`src/design/lz4_block_decompressor_core_assert.svh`:
```
// assertion macros for the lz4 block decompressor
`ifndef LZ4_BLOCK_DECOMPRESSOR_CORE_ASSERT_SVH
`define LZ4_BLOCK_DECOMPRESSOR_CORE_ASSERT_SVH

`ifndef SYNTH
// general form: explicit clock and active-low reset
`define LZ4D_ASSERT(label, clk, rstn, prop, msg) \
  label: assert property (@(posedge clk) disable iff (!rstn) (prop)) else $error(msg);
// top-level form on clk_i and rst_ni
`define LZ4D_ASSERT_TOP(label, prop, msg) \
  `LZ4D_ASSERT(label, clk_i, rst_ni, prop, msg)
`else
`define LZ4D_ASSERT(label, clk, rstn, prop, msg)
`define LZ4D_ASSERT_TOP(label, prop, msg)
`endif

`endif

```
`src/design/lz4d_pkg.sv`:
```
// shared types and constants of the lz4 block decompressor
package lz4d_pkg;

  localparam int unsigned CNT_W             = 17;
  localparam int unsigned BLOCK_BYTES_DEF   = 65536;
  localparam int unsigned MATCH_BASE_LEN    = 4;
  localparam logic [7:0]  LEN_EXT_CONTINUE  = 8'd255;
  localparam logic [3:0]  NIBBLE_EXTENDED   = 4'd15;

  typedef enum logic {
    OP_FEED = 1'b0,
    OP_TICK = 1'b1
  } opcode_e;

  typedef enum logic [1:0] {
    ST_BYTE  = 2'd0,
    ST_DONE  = 2'd1,
    ST_ERROR = 2'd2,
    ST_BUSY  = 2'd3
  } status_e;

  typedef enum logic [2:0] {
    PH_TOKEN     = 3'd0,
    PH_LIT_EXT   = 3'd1,
    PH_LITERALS  = 3'd2,
    PH_OFF_LO    = 3'd3,
    PH_OFF_HI    = 3'd4,
    PH_MATCH_EXT = 3'd5,
    PH_COPY      = 3'd6,
    PH_ENDED     = 3'd7
  } phase_e;

  // one decoded result, before the copy byte is known
  typedef struct packed {
    logic             has_res;
    logic             is_copy;
    status_e          status;
    logic [7:0]       data;
    logic             done;
    logic [CNT_W-1:0] count;
  } dec_res_t;

endpackage

```
`src/design/lz4d_decoder.sv`:
```
// sequence parser: token, lengths, offset and copy bookkeeping
module lz4d_decoder
  import lz4d_pkg::*;
#(
  parameter int unsigned BLOCK_BYTES = BLOCK_BYTES_DEF,
  parameter int unsigned AW          = $clog2(BLOCK_BYTES_DEF)
) (
  input  logic          clk_i,
  input  logic          rst_ni,
  input  logic          accept_i,
  input  logic          opcode_i,
  input  logic [7:0]    comp_byte_i,
  input  logic          final_byte_i,
  output dec_res_t      res_o,
  output logic [AW-1:0] rd_addr_o,
  output logic [AW-1:0] wr_addr_o,
  output logic          lit_we_o
);

  localparam logic [CNT_W+1:0] LIMIT = (CNT_W+2)'(BLOCK_BYTES);

  phase_e           phase_q, phase_d;
  logic [CNT_W-1:0] wp_q, wp_d;
  logic [3:0]       mnib_q, mnib_d;
  logic [CNT_W-1:0] lit_left_q, lit_left_d;
  logic [CNT_W-1:0] match_left_q, match_left_d;
  logic [15:0]      off_q, off_d;

  logic [CNT_W:0]   lit_total;
  logic [CNT_W:0]   match_total;
  logic [CNT_W:0]   match_init;
  logic [15:0]      off_full;
  logic [3:0]       lit_nib;
  logic             fail;

  function automatic logic too_long(input logic [CNT_W-1:0] pos, input logic [CNT_W:0] len);
    logic [CNT_W+1:0] sum;
    sum = {2'b00, pos} + {1'b0, len};
    return sum > LIMIT;
  endfunction

  assign lit_total   = {1'b0, lit_left_q} + (CNT_W+1)'(comp_byte_i);
  assign match_total = {1'b0, match_left_q} + (CNT_W+1)'(comp_byte_i);
  assign match_init  = (CNT_W+1)'(mnib_q) + (CNT_W+1)'(MATCH_BASE_LEN);
  assign off_full    = {comp_byte_i, off_q[7:0]};
  assign lit_nib     = comp_byte_i[7:4];

  assign rd_addr_o = wp_q[AW-1:0] - off_q[AW-1:0];
  assign wr_addr_o = wp_q[AW-1:0];

  always_comb begin
    phase_d      = phase_q;
    wp_d         = wp_q;
    mnib_d       = mnib_q;
    lit_left_d   = lit_left_q;
    match_left_d = match_left_q;
    off_d        = off_q;
    fail         = 1'b0;
    lit_we_o     = 1'b0;
    res_o        = '0;
    res_o.status = ST_BYTE;
    res_o.count  = wp_q;

    if (opcode_i == OP_TICK) begin
      if (phase_q == PH_COPY) begin
        res_o.has_res = 1'b1;
        res_o.is_copy = 1'b1;
        res_o.count   = wp_q + CNT_W'(1);
        wp_d          = wp_q + CNT_W'(1);
        match_left_d  = match_left_q - CNT_W'(1);
        if (match_left_q == CNT_W'(1)) begin
          phase_d = PH_TOKEN;
        end
      end
    end else begin
      case (phase_q)
        PH_TOKEN: begin
          mnib_d = comp_byte_i[3:0];
          if (lit_nib == 4'd0) begin
            if (final_byte_i) begin
              phase_d       = PH_ENDED;
              res_o.has_res = 1'b1;
              res_o.status  = ST_DONE;
            end else begin
              phase_d = PH_OFF_LO;
            end
          end else if (final_byte_i || too_long(wp_q, (CNT_W+1)'(lit_nib))) begin
            fail = 1'b1;
          end else begin
            lit_left_d = CNT_W'(lit_nib);
            phase_d    = (lit_nib == NIBBLE_EXTENDED) ? PH_LIT_EXT : PH_LITERALS;
          end
        end
        PH_LIT_EXT: begin
          if (final_byte_i || too_long(wp_q, lit_total)) begin
            fail = 1'b1;
          end else begin
            lit_left_d = lit_total[CNT_W-1:0];
            if (comp_byte_i != LEN_EXT_CONTINUE) begin
              phase_d = PH_LITERALS;
            end
          end
        end
        PH_LITERALS: begin
          if (final_byte_i && (lit_left_q != CNT_W'(1))) begin
            fail = 1'b1;
          end else begin
            lit_we_o      = 1'b1;
            wp_d          = wp_q + CNT_W'(1);
            lit_left_d    = lit_left_q - CNT_W'(1);
            res_o.has_res = 1'b1;
            res_o.data    = comp_byte_i;
            res_o.count   = wp_q + CNT_W'(1);
            if (lit_left_q == CNT_W'(1)) begin
              if (final_byte_i) begin
                phase_d    = PH_ENDED;
                res_o.done = 1'b1;
              end else begin
                phase_d = PH_OFF_LO;
              end
            end
          end
        end
        PH_OFF_LO: begin
          if (final_byte_i) begin
            fail = 1'b1;
          end else begin
            off_d   = {8'd0, comp_byte_i};
            phase_d = PH_OFF_HI;
          end
        end
        PH_OFF_HI: begin
          off_d = off_full;
          if (final_byte_i || (off_full == 16'd0) || ({1'b0, off_full} > wp_q)) begin
            fail = 1'b1;
          end else if (too_long(wp_q, match_init)) begin
            fail = 1'b1;
          end else begin
            match_left_d = match_init[CNT_W-1:0];
            phase_d      = (mnib_q == NIBBLE_EXTENDED) ? PH_MATCH_EXT : PH_COPY;
          end
        end
        PH_MATCH_EXT: begin
          if (final_byte_i || too_long(wp_q, match_total)) begin
            fail = 1'b1;
          end else begin
            match_left_d = match_total[CNT_W-1:0];
            if (comp_byte_i != LEN_EXT_CONTINUE) begin
              phase_d = PH_COPY;
            end
          end
        end
        PH_COPY: begin
          // byte dropped, state untouched
          res_o.has_res = 1'b1;
          res_o.status  = ST_BUSY;
        end
        default: begin
          res_o.has_res = 1'b1;
          res_o.status  = ST_ERROR;
        end
      endcase
    end

    if (fail) begin
      phase_d       = PH_ENDED;
      res_o.has_res = 1'b1;
      res_o.status  = ST_ERROR;
    end
  end

  always_ff @(posedge clk_i or negedge rst_ni) begin
    if (!rst_ni) begin
      phase_q      <= PH_TOKEN;
      wp_q         <= '0;
      mnib_q       <= '0;
      lit_left_q   <= '0;
      match_left_q <= '0;
      off_q        <= '0;
    end else if (accept_i) begin
      phase_q      <= phase_d;
      wp_q         <= wp_d;
      mnib_q       <= mnib_d;
      lit_left_q   <= lit_left_d;
      match_left_q <= match_left_d;
      off_q        <= off_d;
    end
  end

endmodule

```
`config.mk`:
```
export PLATFORM = sky130hd
export DESIGN_NAME = lz4d_decoder
export DESIGN_NICKNAME = d
export VERILOG_FILES = /design/src/design/lz4_block_decompressor_core_assert.svh /design/src/design/lz4d_pkg.sv /design/src/design/lz4d_decoder.sv
export SDC_FILE = /design/constraint.sdc
export NUM_CORES = 1
export LEC_CHECK = 0
export BUFFER_PORTS_ARGS = -buffer_cell sky130_fd_sc_hd__buf_2
export CAP_MARGIN = 20
export CORE_MARGIN = 2
export CORE_UTILIZATION = 45
export DETAILED_ROUTE_END_ITERATION = 16
export GPL_TIMING_DRIVEN = 0
export PLACE_DENSITY = 0.67
export SLEW_MARGIN = 20
export SYNTH_ARGS = -nofsm -noshare
export SYNTH_HDL_FRONTEND = slang
export SYNTH_SLANG_ARGS = --single-unit
```
`constraint.sdc`:
```
create_clock -name clk_i -period 10.3 [get_ports clk_i]
set_input_delay 2.06 -clock clk_i [delete_from_list [all_inputs] [get_ports clk_i]]
set_output_delay 2.06 -clock clk_i [all_outputs]
set_load 0.1 [all_outputs]
```
==> summary.txt <==
Final layout
  – Final #Nets: about 1500
  – Share of cells above drive strength 1: between 10% and 20%
  – Area Overhead vs Synth: 11.2%
  – Antenna Cells: 0
  – Number of filler cells placed in the layout: around 2100

Global route
  – Total gr overflow: 0
  – Number of global-route vias before repair: around 9400
  – Largest net degree at the start of global routing: 52
  – All-Layer GR Usage: approximately 29%
  – First-pass GRT wire length: just over 50 mm
  – Initial antenna violation count: 0

Floorplan
  – Die Ht: 152 µm
  – Full die area: between 0.02 and 0.025 mm²
  – Initial Utilization: 45.5%
  – Io pins: between 70 and 80
  – Die W: 152 µm
  – Core box area: roughly 0.022 mm²
  – Placement Rows: 54

Logic synthesis
  – Synth Area in Adders: 13.9%
  – Yosys Warn Count: 0
  – Yosys reg bits: 74
  – Synth Area in Simple Gates: about 24%
  – Multiplexer share of the synthesized area: about 2.3%
  – Top cell type by total area after synthesis: dfrtp_1
  – Top FF cell, synth: dfrtp_1
  – Combinational family with the most area after synthesis: compound AO/OA/AOI/OAI gates
  – Post-synthesis xor/xnor area fraction: around 8%
  – Post-synthesis compound-gate area fraction: 25.6%
  – Post-synth net total: ~1400
  – Main area contributors after synthesis: dfrtp_1 (19%), ha_1 (12%), xnor2_1 (6.3%)
  – Share of the synthesized area in the top cell type: 18.8%
  – Ys async rst share: 100%
  – Avg Inst Size Synth: just under 8 µm²
  – Mapped Area: about 0.0098 mm²
  – Number of synthesized flops with an enable pin: 0
  – Synth Instances: about 1300
  – Synth cell count leaders: ha_1 (98), nor2_1 (98), nand2_1 (97)
  – Distinct cells, synth: 89
  – Seq/Total Area, Yosys: between 10% and 20%

STA
  – Final period util: a little over nine tenths
  – Slack of the critical path: 0.393 ns
  – Fin Setup TNS: 0 ns
  – Fmax: 0.101 GHz
  – RSZ-0062 raised after global routing: false
  – Slew headroom: 35.7%
  – Setup violators final: 0
  – Worst-Margin Slew: 0.955 ns
  – Final hold vios: 0
  – Minimum clock period: 9.91 ns
  – Slew Limit Fails: 0
  – Setup Skew: between 0.009 and 0.01 ns

Worst setup path
  – Setup crit start: comp_byte_i[0]
  – R2R Path Start: match_left_q[0]
  – Crit Path Max Fanout: 9
  – WS Path Type: primary input to primary output
  – Required @ worst endpoint: between 8 and 9 ns
  – Crit path DAT: between 7 and 8 ns
  – Crit path launch type: primary input
  – Crit. End Element: primary output

Route
  – 1st-iter DRT viols: between 900 and 1000
  – DR pass1 iterations: 6
  – Antenna Nets Post-Route: 0
  – Drt drc: 0
  – DRT Wirelength: about 33 mm
  – Via count: around 10000
  – Wire per inst: between 20 and 25 µm
  – Drt via density: 6.24

CTS
  – Num CTS Buffers: 9
  – CTS max path bufs: 2
  – Clock latency on the worst-skew pair: 0.36 ns
  – Reg clk slew, reported paths: ~0.05 ns
  – # clock sinks: 74
  – CTS tree: built
  – Number of setup buffers added after CTS: 0
  – Clock root buffer: clkbuf_16
  – H-tree levels: 3

Flow run
  – Max Cap Viol: 0

Pwr
  – Max IR drop VDD: about 0.00034 V
  – Leakage: ~4.6 nW
  – Power per Cell Area: about 360 mW/mm²

Worst hold path
  – Min-delay src: off_q[13]
  – HP Class: flip-flop to flip-flop

Place
  – Place WS: between 0.4 and 0.5 ns
  – PortBufs: 74
  – Placer Congestion: between 0.9 and 1
  – HPWL Detailed: 24.7 mm

Run status
  – Status: complete, no violations
[final timing paths]
kind | slack (ns) | cells past startpoint | to
min in group asynchronous | 1.62 | 1 | off_q[9]
worst min register to register | 0.50 | 1 | off_q[13]
worst max-delay path | 0.39 | 25 | res_o[29]
worst min-delay path | 0.50 | 1 | off_q[13]
worst max register to register | 4.12 | 24 | match_left_q[8]
max in group asynchronous | 8.07 | 2 | lit_left_q[5]
[registers in the layout, indices dropped and copies added (netlist names)]
register,cells
match_left_q,17
phase_q,3
off_q,16
mnib_q,4
wp_q,17
lit_left_q,17
[report_power, final]
group          switching [mW]  internal (mW)  total (mW)
clock                   0.140          0.226       0.366
sequential              0.144          0.385       0.529
combinational            2.14          0.913        3.06
total                    2.43           1.52        3.95
[critical path, cell delays in order]
cell and delay [ns]:
buf_2 0.26, ha_1 0.27, inv_1 0.07, fa_1 0.41, nor2b_1 0.13, o21ai_0 0.11, a21oi_1 0.24, o21ai_0 0.17
a21oi_2 0.26, nand2_1 0.12, nor2_1 0.19, nand2_1 0.09, xnor2_1 0.17, ha_1 0.43, nand2b_1 0.14, o2111ai_1 0.14
a2111oi_2 0.30, o2111ai_1 0.25, a2111oi_4 0.32, o2111ai_1 0.23, nor4_2 0.35, nor2_1 0.17, nor4b_1 0.45, o22ai_1 0.15
buf_2 0.32
[layer usage]
metal  up-vias  GRT usage (%)  wire length [µm]
met5         -              0                 0
met1      4849           38.0             14100
li1       4910              -                 -
met4         0           11.3              1140
met2       460           46.9             15100
met3        78           5.66              2950
[timing repair]
| action | CTS | global route |
|---|---|---|
| gates resized for setup | 0 | 2 |
| hold buffers | 0 | 0 |
| setup endpoints to repair | 0 | 1 |
[kinds of logic after synthesis]
group	after synthesis
and+or+nand+nor	463
AOI/OAI and AO/OA	368
buffers and inverters	158
adders and majority gates	105
xor gates and xnor gates	90
DFF	74
muxes	20
[cell usage in the layout (no fill, tap or decap), types with 12 or more instances in the layout]
| cell type | Yosys | layout |
|---|---|---|
| mux2i_1 | 12 | 12 |
| and2_1 | 20 | 20 |
| nand2_1 | 97 | 97 |
| nor2b_1 | 16 | 16 |
| a211oi_1 | 12 | 12 |
| o21ai_0 | 67 | 66 |
| xnor2_1 | 71 | 71 |
| nor3_1 | 42 | 42 |
| o211ai_1 | 14 | 14 |
| or2_2 | 12 | 12 |
| buf_2 | 13 | 86 |
| nor2_1 | 98 | 98 |
| and3_1 | 17 | 17 |
| a21o_1 | 15 | 15 |
| o31ai_1 | 13 | 13 |
| dfrtp_1 | 74 | 74 |
| ha_1 | 98 | 98 |
| buf_4 | 18 | 19 |
| nand4_1 | 27 | 27 |
| nand3_1 | 46 | 46 |
| xor2_1 | 19 | 19 |
| clkbuf_1 | 44 | 45 |
| a21oi_1 | 76 | 75 |
| inv_1 | 77 | 77 |
| nand2b_1 | 13 | 13 |
| nor4_1 | 26 | 24 |
| o21ai_1 | 22 | 23 |
| o21a_1 | 16 | 16 |
[per-stage QoR]
step	hold WS (ns)	power, mW	instances	area (µm²)	utilization, %
5_1_grt	0.517	4.22	1649	10900	50.5
6_report	0.500	3.95	1649	10900	50.5
4_1_cts	0.497	3.92	1649	10900	50.5
3_5_place_dp	0.483	3.54	1633	10600	49.0
3_3_place_gp	0.471	3.50	1632	10500	48.8
2_1_floorplan	0.455	2.97	1278	9830	-
[layout make-up]
type | count | area, µm² | area share [%]
multi-input cells | 1046 | 7310 | 66.9
flip-flops and latches | 74 | 1850 | 17.0
repair buffers | 75 | 400 | 3.67
plain buffers | 80 | 393 | 3.60
well taps | 280 | 350 | 3.21
inverters | 78 | 293 | 2.68
clock buffers | 12 | 256 | 2.35
clock inverters | 4 | 73.8 | 0.676
Power figures use the tool's default switching activity.
